===== src/design/assert_macros.svh =====
// ----------------------------------------------------------------------------
// assert_macros.svh
// Concurrent assertion helpers used by the allocator RTL.
// ----------------------------------------------------------------------------
`ifndef ASSERT_MACROS_SVH
`define ASSERT_MACROS_SVH

// Property checked on every rising edge outside reset.
`define ASSERT_CLK(lbl, clk, rst, prop, msg) \
   lbl: assert property (@(posedge clk) disable iff (rst) (prop)) else $error(msg);

// Expression that must never be true outside reset.
`define ASSERT_NEVER(lbl, clk, rst, expr, msg) \
   lbl: assert property (@(posedge clk) disable iff (rst) !(expr)) else $error(msg);

`endif


===== src/design/ilha_pkg.sv =====
// ----------------------------------------------------------------------------
// ilha_pkg
// Constants, word types and controller/datapath interface types of the
// implicit list heap allocator.
// ----------------------------------------------------------------------------
`default_nettype none

package ilha_pkg;

   localparam int HEAP_BYTES     = 4096;
   localparam int HEADER_BYTES   = 8;
   localparam int GRANULE_BYTES  = 16;
   localparam int MIN_SPLIT_PAY  = 16;

   localparam int NGRAN          = HEAP_BYTES / GRANULE_BYTES;
   localparam int GW             = $clog2(NGRAN);
   localparam int SPAN_W         = GW + 1;
   localparam int GS             = $clog2(GRANULE_BYTES);
   localparam int MIN_SPLIT_GRAN =
      (HEADER_BYTES + MIN_SPLIT_PAY + GRANULE_BYTES - 1) / GRANULE_BYTES;

   localparam int SIZE_W         = 13;
   localparam int OFFSET_W       = 12;
   localparam int TGT_W          = OFFSET_W - GS;
   localparam int NEED_W         = SIZE_W + 1 - GS;
   localparam int CW             = (NEED_W > SPAN_W + 1) ? NEED_W : SPAN_W + 1;

   localparam logic REQ_ALLOC = 1'b0;
   localparam logic REQ_FREE  = 1'b1;

   typedef enum logic [1:0] {
      STATUS_OK     = 2'd0,
      STATUS_NOFIT  = 2'd1,
      STATUS_BADPTR = 2'd2
   } status_type;

   typedef enum logic [2:0] {
      WR_NONE,
      WR_ALLOC,
      WR_SPLIT,
      WR_TGT,
      WR_PREV
   } wr_op_type;

   typedef struct packed {
      logic                req_type;
      logic [SIZE_W-1:0]   alloc_size;
      logic [OFFSET_W-1:0] free_offset;
   } req_word_type;

   typedef struct packed {
      logic [1:0]          status;
      logic [OFFSET_W-1:0] payload_offset;
   } rsp_word_type;

   typedef struct packed {
      logic       alloc;
      logic [SPAN_W-1:0] span;
   } entry_type;

   typedef struct packed {
      logic       load;
      logic       rd_pos;
      logic       rd_next;
      logic       keep_prev;
      logic       keep_g;
      logic       merge;
      wr_op_type  wr_op;
      logic       finish;
      status_type fin_status;
   } cmd_type;

   typedef struct packed {
      logic is_free;
      logic size_zero;
      logic bad_ptr;
      logic g_ok;
      logic fit;
      logic split;
      logic at_target;
      logic past_target;
      logic next_end;
      logic alloc_bit;
      logic prev_merge;
   } sts_type;

endpackage

`default_nettype wire


===== src/design/implicit_list_heap_allocator.sv =====
// An allocate walks the blocks one header at a time and adds a split write when
// it splits; a free walks to its block and may merge the next and previous ones.
// One request at a time; the next is taken in the strobe cycle at the earliest.
// One header per cycle, set by the single table read port. The receiver cannot
// stall. busy drops in the strobe cycle.
// Synchronous reset leaves one free block spanning the heap; no clearing pass.
// ----------------------------------------------------------------------------
// implicit_list_heap_allocator
// First-fit allocator over an implicit list of granule-aligned blocks, with
// splitting on allocate and coalescing on free.
// ----------------------------------------------------------------------------
`default_nettype none

module implicit_list_heap_allocator (
   input  wire                    clock,
   input  wire                    reset,
   input  wire                    start,
   output logic                   busy,
   input  ilha_pkg::req_word_type req_word,
   output logic                   rsp_strobe,
   output ilha_pkg::rsp_word_type rsp_word
);
   import ilha_pkg::*;

   cmd_type cmd;
   sts_type sts;

   ilha_ctrl u_ctrl (
      .clock (clock),
      .reset (reset),
      .start (start),
      .sts   (sts),
      .cmd   (cmd),
      .busy  (busy),
      .done  (rsp_strobe)
   );

   ilha_dp u_dp (
      .clock    (clock),
      .reset    (reset),
      .cmd      (cmd),
      .req_word (req_word),
      .sts      (sts),
      .rsp_word (rsp_word)
   );

endmodule

`default_nettype wire


===== src/design/ilha_ctrl.sv =====
// ----------------------------------------------------------------------------
// ilha_ctrl
// Sequencer for allocate and free requests: walks the block list one header
// per cycle and orders the table writes.
// ----------------------------------------------------------------------------
`default_nettype none
`include "assert_macros.svh"

module ilha_ctrl (
   input  wire              clock,
   input  wire              reset,
   input  wire              start,
   input  ilha_pkg::sts_type sts,
   output ilha_pkg::cmd_type cmd,
   output logic             busy,
   output logic             done
);
   import ilha_pkg::*;

   typedef enum logic [2:0] {
      IDLE,
      START,
      WALK,
      NEXT_EVAL,
      SPLIT_WR,
      TGT_WR,
      PREV_WR
   } state_type;

   state_type  state_ff, state_in;
   logic       busy_ff, busy_in;
   logic       done_ff, done_in;
   status_type fail_code;

   always_comb begin
      cmd       = '0;
      cmd.wr_op = WR_NONE;
      cmd.fin_status = STATUS_OK;
      state_in  = state_ff;
      fail_code = sts.is_free ? STATUS_BADPTR : STATUS_NOFIT;
      case (state_ff)
         IDLE: begin
            if (start) begin
               cmd.load = 1'b1;
               state_in = START;
            end
         end
         START: begin
            if (sts.is_free ? sts.bad_ptr : sts.size_zero) begin
               cmd.finish     = 1'b1;
               cmd.fin_status = fail_code;
            end else begin
               cmd.rd_pos = 1'b1;
               state_in   = WALK;
            end
         end
         WALK: begin
            if (!sts.g_ok) begin
               cmd.finish     = 1'b1;
               cmd.fin_status = fail_code;
            end else if (!sts.is_free) begin
               if (sts.fit) begin
                  cmd.wr_op  = WR_ALLOC;
                  cmd.keep_g = 1'b1;
                  if (sts.split) begin
                     state_in = SPLIT_WR;
                  end else begin
                     cmd.finish = 1'b1;
                  end
               end else if (sts.next_end) begin
                  cmd.finish     = 1'b1;
                  cmd.fin_status = fail_code;
               end else begin
                  cmd.rd_next = 1'b1;
               end
            end else if (sts.at_target) begin
               if (sts.alloc_bit) begin
                  cmd.keep_g = 1'b1;
                  if (sts.next_end) begin
                     state_in = TGT_WR;
                  end else begin
                     cmd.rd_next = 1'b1;
                     state_in    = NEXT_EVAL;
                  end
               end else begin
                  cmd.finish     = 1'b1;
                  cmd.fin_status = fail_code;
               end
            end else if (sts.past_target || sts.next_end) begin
               cmd.finish     = 1'b1;
               cmd.fin_status = fail_code;
            end else begin
               cmd.keep_prev = 1'b1;
               cmd.rd_next   = 1'b1;
            end
         end
         NEXT_EVAL: begin
            cmd.merge = 1'b1;
            state_in  = TGT_WR;
         end
         SPLIT_WR: begin
            cmd.wr_op  = WR_SPLIT;
            cmd.finish = 1'b1;
         end
         TGT_WR: begin
            cmd.wr_op = WR_TGT;
            if (sts.prev_merge) begin
               state_in = PREV_WR;
            end else begin
               cmd.finish = 1'b1;
            end
         end
         PREV_WR: begin
            cmd.wr_op  = WR_PREV;
            cmd.finish = 1'b1;
         end
         default: begin
            state_in = IDLE;
         end
      endcase
      if (cmd.finish) begin
         state_in = IDLE;
      end
      busy_in = (state_in != IDLE);
      done_in = cmd.finish;
   end

   always_ff @(posedge clock) begin
      if (reset) begin
         state_ff <= IDLE;
         busy_ff  <= 1'b0;
         done_ff  <= 1'b0;
      end else begin
         state_ff <= state_in;
         busy_ff  <= busy_in;
         done_ff  <= done_in;
      end
   end

   assign busy = busy_ff;
   assign done = done_ff;

   `ASSERT_NEVER(a_done_not_busy, clock, reset, done_ff && busy_ff, "strobe while busy")
   `ASSERT_CLK(a_accept_busy, clock, reset, (start && !busy_ff) |=> busy_ff, "accept not taken")
   `ASSERT_CLK(a_done_single, clock, reset, done_ff |=> !done_ff, "strobe longer than a cycle")
   `ASSERT_CLK(a_wr_busy, clock, reset, (cmd.wr_op != WR_NONE) |-> busy_ff, "table write while idle")

endmodule

`default_nettype wire


===== src/design/ilha_dp.sv =====
// ----------------------------------------------------------------------------
// ilha_dp
// Header table memory, walk position, previous-block tracking and the
// result word register.
// ----------------------------------------------------------------------------
`default_nettype none

module ilha_dp (
   input  wire                    clock,
   input  wire                    reset,
   input  ilha_pkg::cmd_type      cmd,
   input  ilha_pkg::req_word_type req_word,
   output ilha_pkg::sts_type      sts,
   output ilha_pkg::rsp_word_type rsp_word
);
   import ilha_pkg::*;

   entry_type            mem [NGRAN];
   logic [NGRAN-1:0]     valid_ff;
   entry_type            mem_q_ff;
   logic                 valid_q_ff;
   logic [GW-1:0]        addr_q_ff;
   entry_type            rd_entry;

   logic                 is_free_ff;
   logic                 size_zero_ff;
   logic                 bad_ptr_ff;
   logic [NEED_W-1:0]    need_ff;
   logic [TGT_W-1:0]     target_ff;
   logic [SPAN_W-1:0]    pos_ff;
   logic [SPAN_W-1:0]    cur_g_ff;
   logic [GW-1:0]        tgt_pos_ff;
   logic [GW-1:0]        prev_pos_ff;
   logic [SPAN_W-1:0]    prev_g_ff;
   logic                 prev_alloc_ff;
   logic                 has_prev_ff;
   logic [1:0]           status_ff;
   logic [OFFSET_W-1:0]  offset_ff;

   logic [CW-1:0]        pos_sum;
   logic [SPAN_W-1:0]    next_pos;
   logic                 rd_en;
   logic [GW-1:0]        rd_addr;
   logic                 wr_en;
   logic [GW-1:0]        wr_addr;
   entry_type            wr_data;
   entry_type            reset_entry;

   always_comb begin
      reset_entry       = '0;
      reset_entry.alloc = 1'b0;
      reset_entry.span  = (addr_q_ff == '0) ? SPAN_W'(NGRAN) : '0;
      rd_entry          = valid_q_ff ? mem_q_ff : reset_entry;
   end

   assign pos_sum  = CW'(pos_ff) + CW'(rd_entry.span);
   assign next_pos = SPAN_W'(pos_sum);

   assign sts.is_free     = is_free_ff;
   assign sts.size_zero   = size_zero_ff;
   assign sts.bad_ptr     = bad_ptr_ff;
   assign sts.g_ok        = (rd_entry.span != '0) && (pos_sum <= CW'(NGRAN));
   assign sts.fit         = !rd_entry.alloc && (CW'(rd_entry.span) >= CW'(need_ff));
   assign sts.split       = CW'(rd_entry.span) >= (CW'(need_ff) + CW'(MIN_SPLIT_GRAN));
   assign sts.at_target   = CW'(pos_ff) == CW'(target_ff);
   assign sts.past_target = CW'(pos_ff) > CW'(target_ff);
   assign sts.next_end    = pos_sum >= CW'(NGRAN);
   assign sts.alloc_bit   = rd_entry.alloc;
   assign sts.prev_merge  = has_prev_ff && !prev_alloc_ff;

   assign rd_en   = cmd.rd_pos || cmd.rd_next;
   assign rd_addr = cmd.rd_next ? GW'(next_pos) : GW'(pos_ff);

   always_comb begin
      wr_en   = 1'b1;
      wr_addr = GW'(pos_ff);
      wr_data = '0;
      case (cmd.wr_op)
         WR_ALLOC: begin
            wr_data.alloc = 1'b1;
            wr_data.span  = sts.split ? SPAN_W'(need_ff) : rd_entry.span;
         end
         WR_SPLIT: begin
            wr_addr      = GW'(CW'(pos_ff) + CW'(need_ff));
            wr_data.span = SPAN_W'(CW'(cur_g_ff) - CW'(need_ff));
         end
         WR_TGT: begin
            wr_addr      = tgt_pos_ff;
            wr_data.span = cur_g_ff;
         end
         WR_PREV: begin
            wr_addr      = prev_pos_ff;
            wr_data.span = SPAN_W'(CW'(prev_g_ff) + CW'(cur_g_ff));
         end
         default: begin
            wr_en = 1'b0;
         end
      endcase
   end

   always_ff @(posedge clock) begin
      if (wr_en) begin
         mem[wr_addr] <= wr_data;
      end
      if (rd_en) begin
         mem_q_ff <= mem[rd_addr];
      end
   end

   always_ff @(posedge clock) begin
      if (reset) begin
         valid_ff    <= '0;
         valid_q_ff  <= 1'b0;
         addr_q_ff   <= '0;
         has_prev_ff <= 1'b0;
      end else begin
         if (wr_en) begin
            valid_ff[wr_addr] <= 1'b1;
         end
         if (rd_en) begin
            valid_q_ff <= valid_ff[rd_addr];
            addr_q_ff  <= rd_addr;
         end
         if (cmd.load) begin
            has_prev_ff <= 1'b0;
         end else if (cmd.keep_prev) begin
            has_prev_ff <= 1'b1;
         end
      end
   end

   always_ff @(posedge clock) begin
      if (cmd.load) begin
         is_free_ff   <= (req_word.req_type == REQ_FREE);
         size_zero_ff <= (req_word.alloc_size == '0);
         bad_ptr_ff   <= (req_word.free_offset[GS-1:0] != GS'(HEADER_BYTES));
         need_ff      <= NEED_W'(((SIZE_W+1)'(req_word.alloc_size)
                         + (SIZE_W+1)'(HEADER_BYTES + GRANULE_BYTES - 1)) >> GS);
         target_ff    <= req_word.free_offset[OFFSET_W-1:GS];
         pos_ff       <= '0;
      end else if (cmd.rd_next) begin
         pos_ff <= next_pos;
      end
      if (cmd.keep_prev) begin
         prev_pos_ff   <= GW'(pos_ff);
         prev_g_ff     <= rd_entry.span;
         prev_alloc_ff <= rd_entry.alloc;
      end
      if (cmd.keep_g) begin
         cur_g_ff   <= rd_entry.span;
         tgt_pos_ff <= GW'(pos_ff);
      end else if (cmd.merge) begin
         cur_g_ff <= (sts.g_ok && !rd_entry.alloc)
                   ? SPAN_W'(CW'(cur_g_ff) + CW'(rd_entry.span)) : cur_g_ff;
      end
      if (cmd.finish) begin
         status_ff <= cmd.fin_status;
         offset_ff <= (cmd.fin_status == STATUS_OK && !is_free_ff)
                    ? OFFSET_W'({pos_ff, GS'(HEADER_BYTES)}) : '0;
      end
   end

   assign rsp_word.status         = status_ff;
   assign rsp_word.payload_offset = offset_ff;

endmodule

`default_nettype wire

===== config.mk =====
export PLATFORM = sky130hd
export DESIGN_NAME = implicit_list_heap_allocator
export DESIGN_NICKNAME = d
export VERILOG_FILES = /design/src/design/ilha_pkg.sv /design/src/design/implicit_list_heap_allocator.sv /design/src/design/ilha_ctrl.sv /design/src/design/ilha_dp.sv
export VERILOG_INCLUDE_DIRS = /design/src /design/src/design
export SDC_FILE = /design/constraint.sdc
export NUM_CORES = 2
export LEC_CHECK = 0
export ABC_CLOCK_PERIOD_IN_PS = 33100
export BUFFER_PORTS_ARGS = -buffer_cell sky130_fd_sc_hd__buf_2
export CORE_MARGIN = 3
export CORE_UTILIZATION = 44
export CTS_CLUSTER_DIAMETER = 50
export DETAILED_ROUTE_END_ITERATION = 10
export GPL_TIMING_DRIVEN = 0
export PLACE_DENSITY_LB_ADDON = 0.2
export SETUP_SLACK_MARGIN = 0.02
export SLEW_MARGIN = 5
export SYNTH_ARGS = -nofsm -noshare
export SYNTH_HDL_FRONTEND = slang
export SYNTH_SLANG_ARGS = --single-unit

===== constraint.sdc =====
create_clock -name clock -period 33.1 [get_ports clock]
set_input_delay 3.31 -clock clock [delete_from_list [all_inputs] [get_ports clock]]
set_output_delay 3.31 -clock clock [all_outputs]
set_load 0.03 [all_outputs]

==> flow_summary_export.csv <==
group,metric,value,unit
run_status,outcome,"complete, but fails checks",
run_status,violations,"DRC, capacitance limit, slew limit",
detailed_routing,drc,4,
final_layout,drive_above_1_share,21.3,%
sta,drv_slew,27,
logic_synthesis,synthesis.area,0.115,mm2
logic_synthesis,synth_edf_count,2637,
logic_synthesis,ys_ff_latch,2917,
logic_synthesis,synth-seq-area-share,74.0,%
setup_path,cp_common_cell,"clkbuf_1",
hold_path,min_to,"u_dp.valid_ff[194]$_SDFFE_PP0N_",
setup_path,required,33.49,ns
die,die_w,516,um
clocking,root_buffer,"clkbuf_16",
sta,finalCritPeriodShare,32.2,%
pwr,seqPwrFrac,49.3,%
final_layout,syn_to_final_growth,15.8,%
setup_path,worst-r2r-setup-slack,22.43,ns
die,core,0.258,mm2
detailed_routing,routed-via-count,66800,
placement,gp_congestion,0.983,
logic_synthesis,syn_inst,6448,
logic_synthesis,async_reset_ff_share,0,%
final_layout,layout.cells.non_filler,10600,
pwr,p_comb_share,5.8,%
clocking,cts_tree,"yes",
clocking,post_cts_buffers,0,
clocking,cts.sinks,2917,
pwr,max-vdd-ir-drop,0.0485,mV
setup_path,cp_slowest_cell,"nand2_1",
clocking,cts_resized,0,
die,rows,186,
sta,fmax,93.7,MHz
logic_synthesis,synth_area_leaders,"edfxtp_1 69%, mux4_2 13%, dfxtp_1 4.9%, nor2_1 2.6%, a21oi_1 1.2%",
setup_path,start_kind,"flip-flop",
logic_synthesis,synth_top_cell_by_area,"edfxtp_1",
die,design.die.area,0.267,mm2
pwr,power_leakage,45.6,nW
detailed_routing,wl_per_cell,35.9,um
sta,worst_pin_slew,1.58,ns
pwr,clkPwrFrac,44.8,%
pwr,intPower,6.36,mW
global_route,grt-ovfl-total,0,
placement,dp_cells,9993,
detailed_routing,via_per_inst,6.30,
hold_path,whs_path_depth,2,
final_layout,fin_util,51.4,%
sta,finalWorstSetupSlack,22.43,ns
final_layout,final_cell_mix,"2637 x edfxtp_1, 748 x nor2_1, 638 x mux4_2, 339 x clkbuf_16, 318 x nand2_1",
hold_path,holdCritPathClass,"reg2reg",
hold_path,worstHoldStart,"u_dp.valid_ff[194]$_SDFFE_PP0N_",
clocking,clockBufferDepth,4,
sta,rsz0062_at_grt,"no",
setup_path,r2r_start,"u_dp.valid_q_ff$_SDFFE_PP0P_",
setup_path,arrival,11.06,ns
logic_synthesis,yosys.area.top_type_share,69.1,%
setup_path,path_cells,"buf_2, buf_2, clkbuf_1, and2_1, ha_1, ha_1, a21oi_1, nor4_1, o22a_2, xnor2_1, or4b_1, o41a_1, nor3_4, mux2_2, clkbuf_1, nand2_1, clkbuf_1, o22ai_1, or4_1, nor3_1, nor4_1, nand4_1",
placement,placement.io_buffers,40,
logic_synthesis,synth.distinct_cells,85,
final_layout,final_common_cell,"edfxtp_1",
pwr,power_density,62.0,mW/mm2
detailed_routing,drt_iter0_markers,10100,
sta,hold_viol,0,
final_layout,nNetsFinal,7020,
global_route,grt_pass1_vias,64500,
clocking,clk_pin_slew,0.06,ns
pwr,sw_frac_of_total,22.7,%
setup_path,cp_top_family,"simple AND/OR/NAND/NOR gates",
die,die_h,516,um
setup_path,critPathKind,"reg2reg",
setup_path,ff2ff_path_depth,22,
global_route,grt.total_usage,28.2,%
global_route,antenna_found_initial,37,
clocking,numCtsBuffers,333,
detailed_routing,ant_nets,0,
logic_synthesis,synth-main-ff-cell,"edfxtp_1",
setup_path,cp_max_fo,10,
sta,min_period,10.67,ns
sta,finalSetupViolCount,0,
detailed_routing,drt_pass1_iterations,10,
setup_path,slowest_delay,1.12,ns
die,num_io_pins,45,
setup_path,critPathBufInv,5,
logic_synthesis,avgSynthCellArea,17.8,um2
pwr,power_switching,1.86,mW
placement,dp_hpwl,268000,um
die,start_util,44.4,%
placement,preCtsSetupSlack,22.48,ns
global_route,grt_max_degree,154,
clocking,clk_latency,0.90,ns
setup_path,crit_path_end_kind,"flip-flop",
global_route,grt_pass1_wl,520000,um
job,max_cap_violations,5,
setup_path,timing.rr.end,"u_dp.mem_q_ff[8]$_DFFE_PP_",
sta,slew_headroom,-5.41,%
sta,fin_worst_skew,0.0705,ns
logic_synthesis,yosys_warnings,0,
clocking,cts_hold_buf,0,
detailed_routing,drt-total-wl,381000,um
clocking,cts.htree.levels,5,
registers in the layout (all words and copies together), names as in the netlist:
| register | cells |
|---|---|
| u_dp.mem | 2560 |
| u_dp.valid_ff | 256 |
| u_dp.is_free_ff | 1 |
| u_dp.need_ff | 10 |
| u_dp.pos_ff | 9 |
| u_dp.cur_g_ff | 9 |
| u_dp.addr_q_ff | 8 |
| u_dp.size_zero_ff | 1 |
| u_dp.valid_q_ff | 1 |
| u_dp.bad_ptr_ff | 1 |
| u_ctrl.done | 1 |
| u_dp.tgt_pos_ff | 8 |
| u_dp.prev_alloc_ff | 1 |
| u_dp.status_ff | 2 |
| u_dp.target_ff | 8 |
| u_dp.prev_pos_ff | 8 |
| u_dp.offset_ff | 9 |
| u_ctrl.busy | 1 |
| u_dp.has_prev_ff | 1 |
| u_ctrl.state_ff | 3 |
| u_dp.mem_q_ff | 10 |
| u_dp.prev_g_ff | 9 |
per-layer routing:
metal | GRT usage, % | vias up | wire length (um)
li1 | - | 26800 | -
met1 | 37.9 | 35100 | 143000
met2 | 43.5 | 4074 | 175000
met3 | 7.21 | 836 | 42300
met4 | 13.0 | 10 | 20300
met5 | 0 | - | 73
worst max-delay path by stage:
stage                                            end                    startpoint  slack (ns)  cells after the start
after floorplan             u_dp.mem[0][8]$_DFFE_PP_  u_dp.valid_q_ff$_SDFFE_PP0P_       16.69                     17
after global placement    u_dp.mem[221][5]$_DFFE_PP_  u_dp.valid_q_ff$_SDFFE_PP0P_       -0.91                     17
after detailed placement  u_dp.mem_q_ff[8]$_DFFE_PP_  u_dp.valid_q_ff$_SDFFE_PP0P_       22.48                     24
after CTS                 u_dp.mem_q_ff[8]$_DFFE_PP_  u_dp.valid_q_ff$_SDFFE_PP0P_       22.43                     24
after global routing      u_dp.mem_q_ff[8]$_DFFE_PP_  u_dp.valid_q_ff$_SDFFE_PP0P_       22.62                     22
final                     u_dp.mem_q_ff[8]$_DFFE_PP_  u_dp.valid_q_ff$_SDFFE_PP0P_       22.43                     22
worst register-to-register path: stages (launching register included):
cell and delay [ns]:
dfxtp_1 0.35, buf_2 0.23, buf_2 0.26, clkbuf_1 0.45, and2_1 0.34, ha_1 0.31
ha_1 0.24, a21oi_1 0.07, nor4_1 0.30, o22a_2 0.27, xnor2_1 0.20, or4b_1 0.54
o41a_1 0.51, nor3_4 0.27, mux2_2 0.19, clkbuf_1 1.00, nand2_1 1.13, clkbuf_1 0.73
o22ai_1 0.79, or4_1 0.32, nor3_1 0.07, nor4_1 1.00, nand4_1 0.66
cell families (layout without fill, tap and decap cells):
kind of cell	Yosys count	count (layout)	share of synthesized area [%]
simple gates	1482	1482	5.67
mux	722	722	13.3
compound gates	753	753	4.05
flops	2917	2917	74.0
buf+inv	449	1203	1.92
xor+xnor	64	64	0.489
fa+ha+maj	60	60	0.639
other cells	1	23	0.00327
Yosys cell counts, types with 37 or more instances:
master and number:
nor3_1 66, o21ai_0 38, nand3_1 68, nand2_1 319
or4_1 77, ha_1 45, nor2_1 791, inv_1 44
nor4_1 37, edfxtp_1 2637, mux4_2 638, o22ai_1 213
buf_4 49, a21oi_1 283, o21bai_1 38, mux2i_1 72
buf_2 59, clkbuf_1 235, xnor2_1 51, dfxtp_1 280
power groups by stage:
| stage | Sequential (mW) | Combinational [mW] | Clock, mW |
|---|---|---|---|
| 5_1_grt | 4.06 | 0.506 | 3.86 |
| 4_1_cts | 4.06 | 0.470 | 3.71 |
| 3_5_place_dp | 4.14 | 0.469 | 0 |
| 3_3_place_gp | 4.24 | 0.422 | 0 |
| 2_1_floorplan | 4.19 | 0.249 | 0 |
| 6_report | 4.06 | 0.479 | 3.69 |
per-stage QoR:
step,power [mW],hold WS (ns),TNS (ns),cell area (um2)
floorplan,4.43,0.429,0,115000
global placement,4.66,0.441,-639.47,119000
detailed placement,4.60,0.453,0,122000
CTS,8.24,0.467,0,133000
global route,8.42,0.477,0,133000
finish,8.23,0.463,0,133000
layout make-up:
| class | count | area [um2] |
|---|---|---|
| Multi-Input combinational cell | 3084 | 27900 |
| Clock buffer | 402 | 8790 |
| Buffer | 402 | 2060 |
| Inverter | 47 | 184 |
| Timing Repair Buffer | 159 | 2650 |
| Tap cell | 3384 | 4230 |
| Sequential cell | 2917 | 84800 |
| Fill cell | 20800 | 125000 |
| Clock inverter | 193 | 2080 |
| Antenna cell | 20 | 50.0 |
Power figures use the tool's default switching activity.
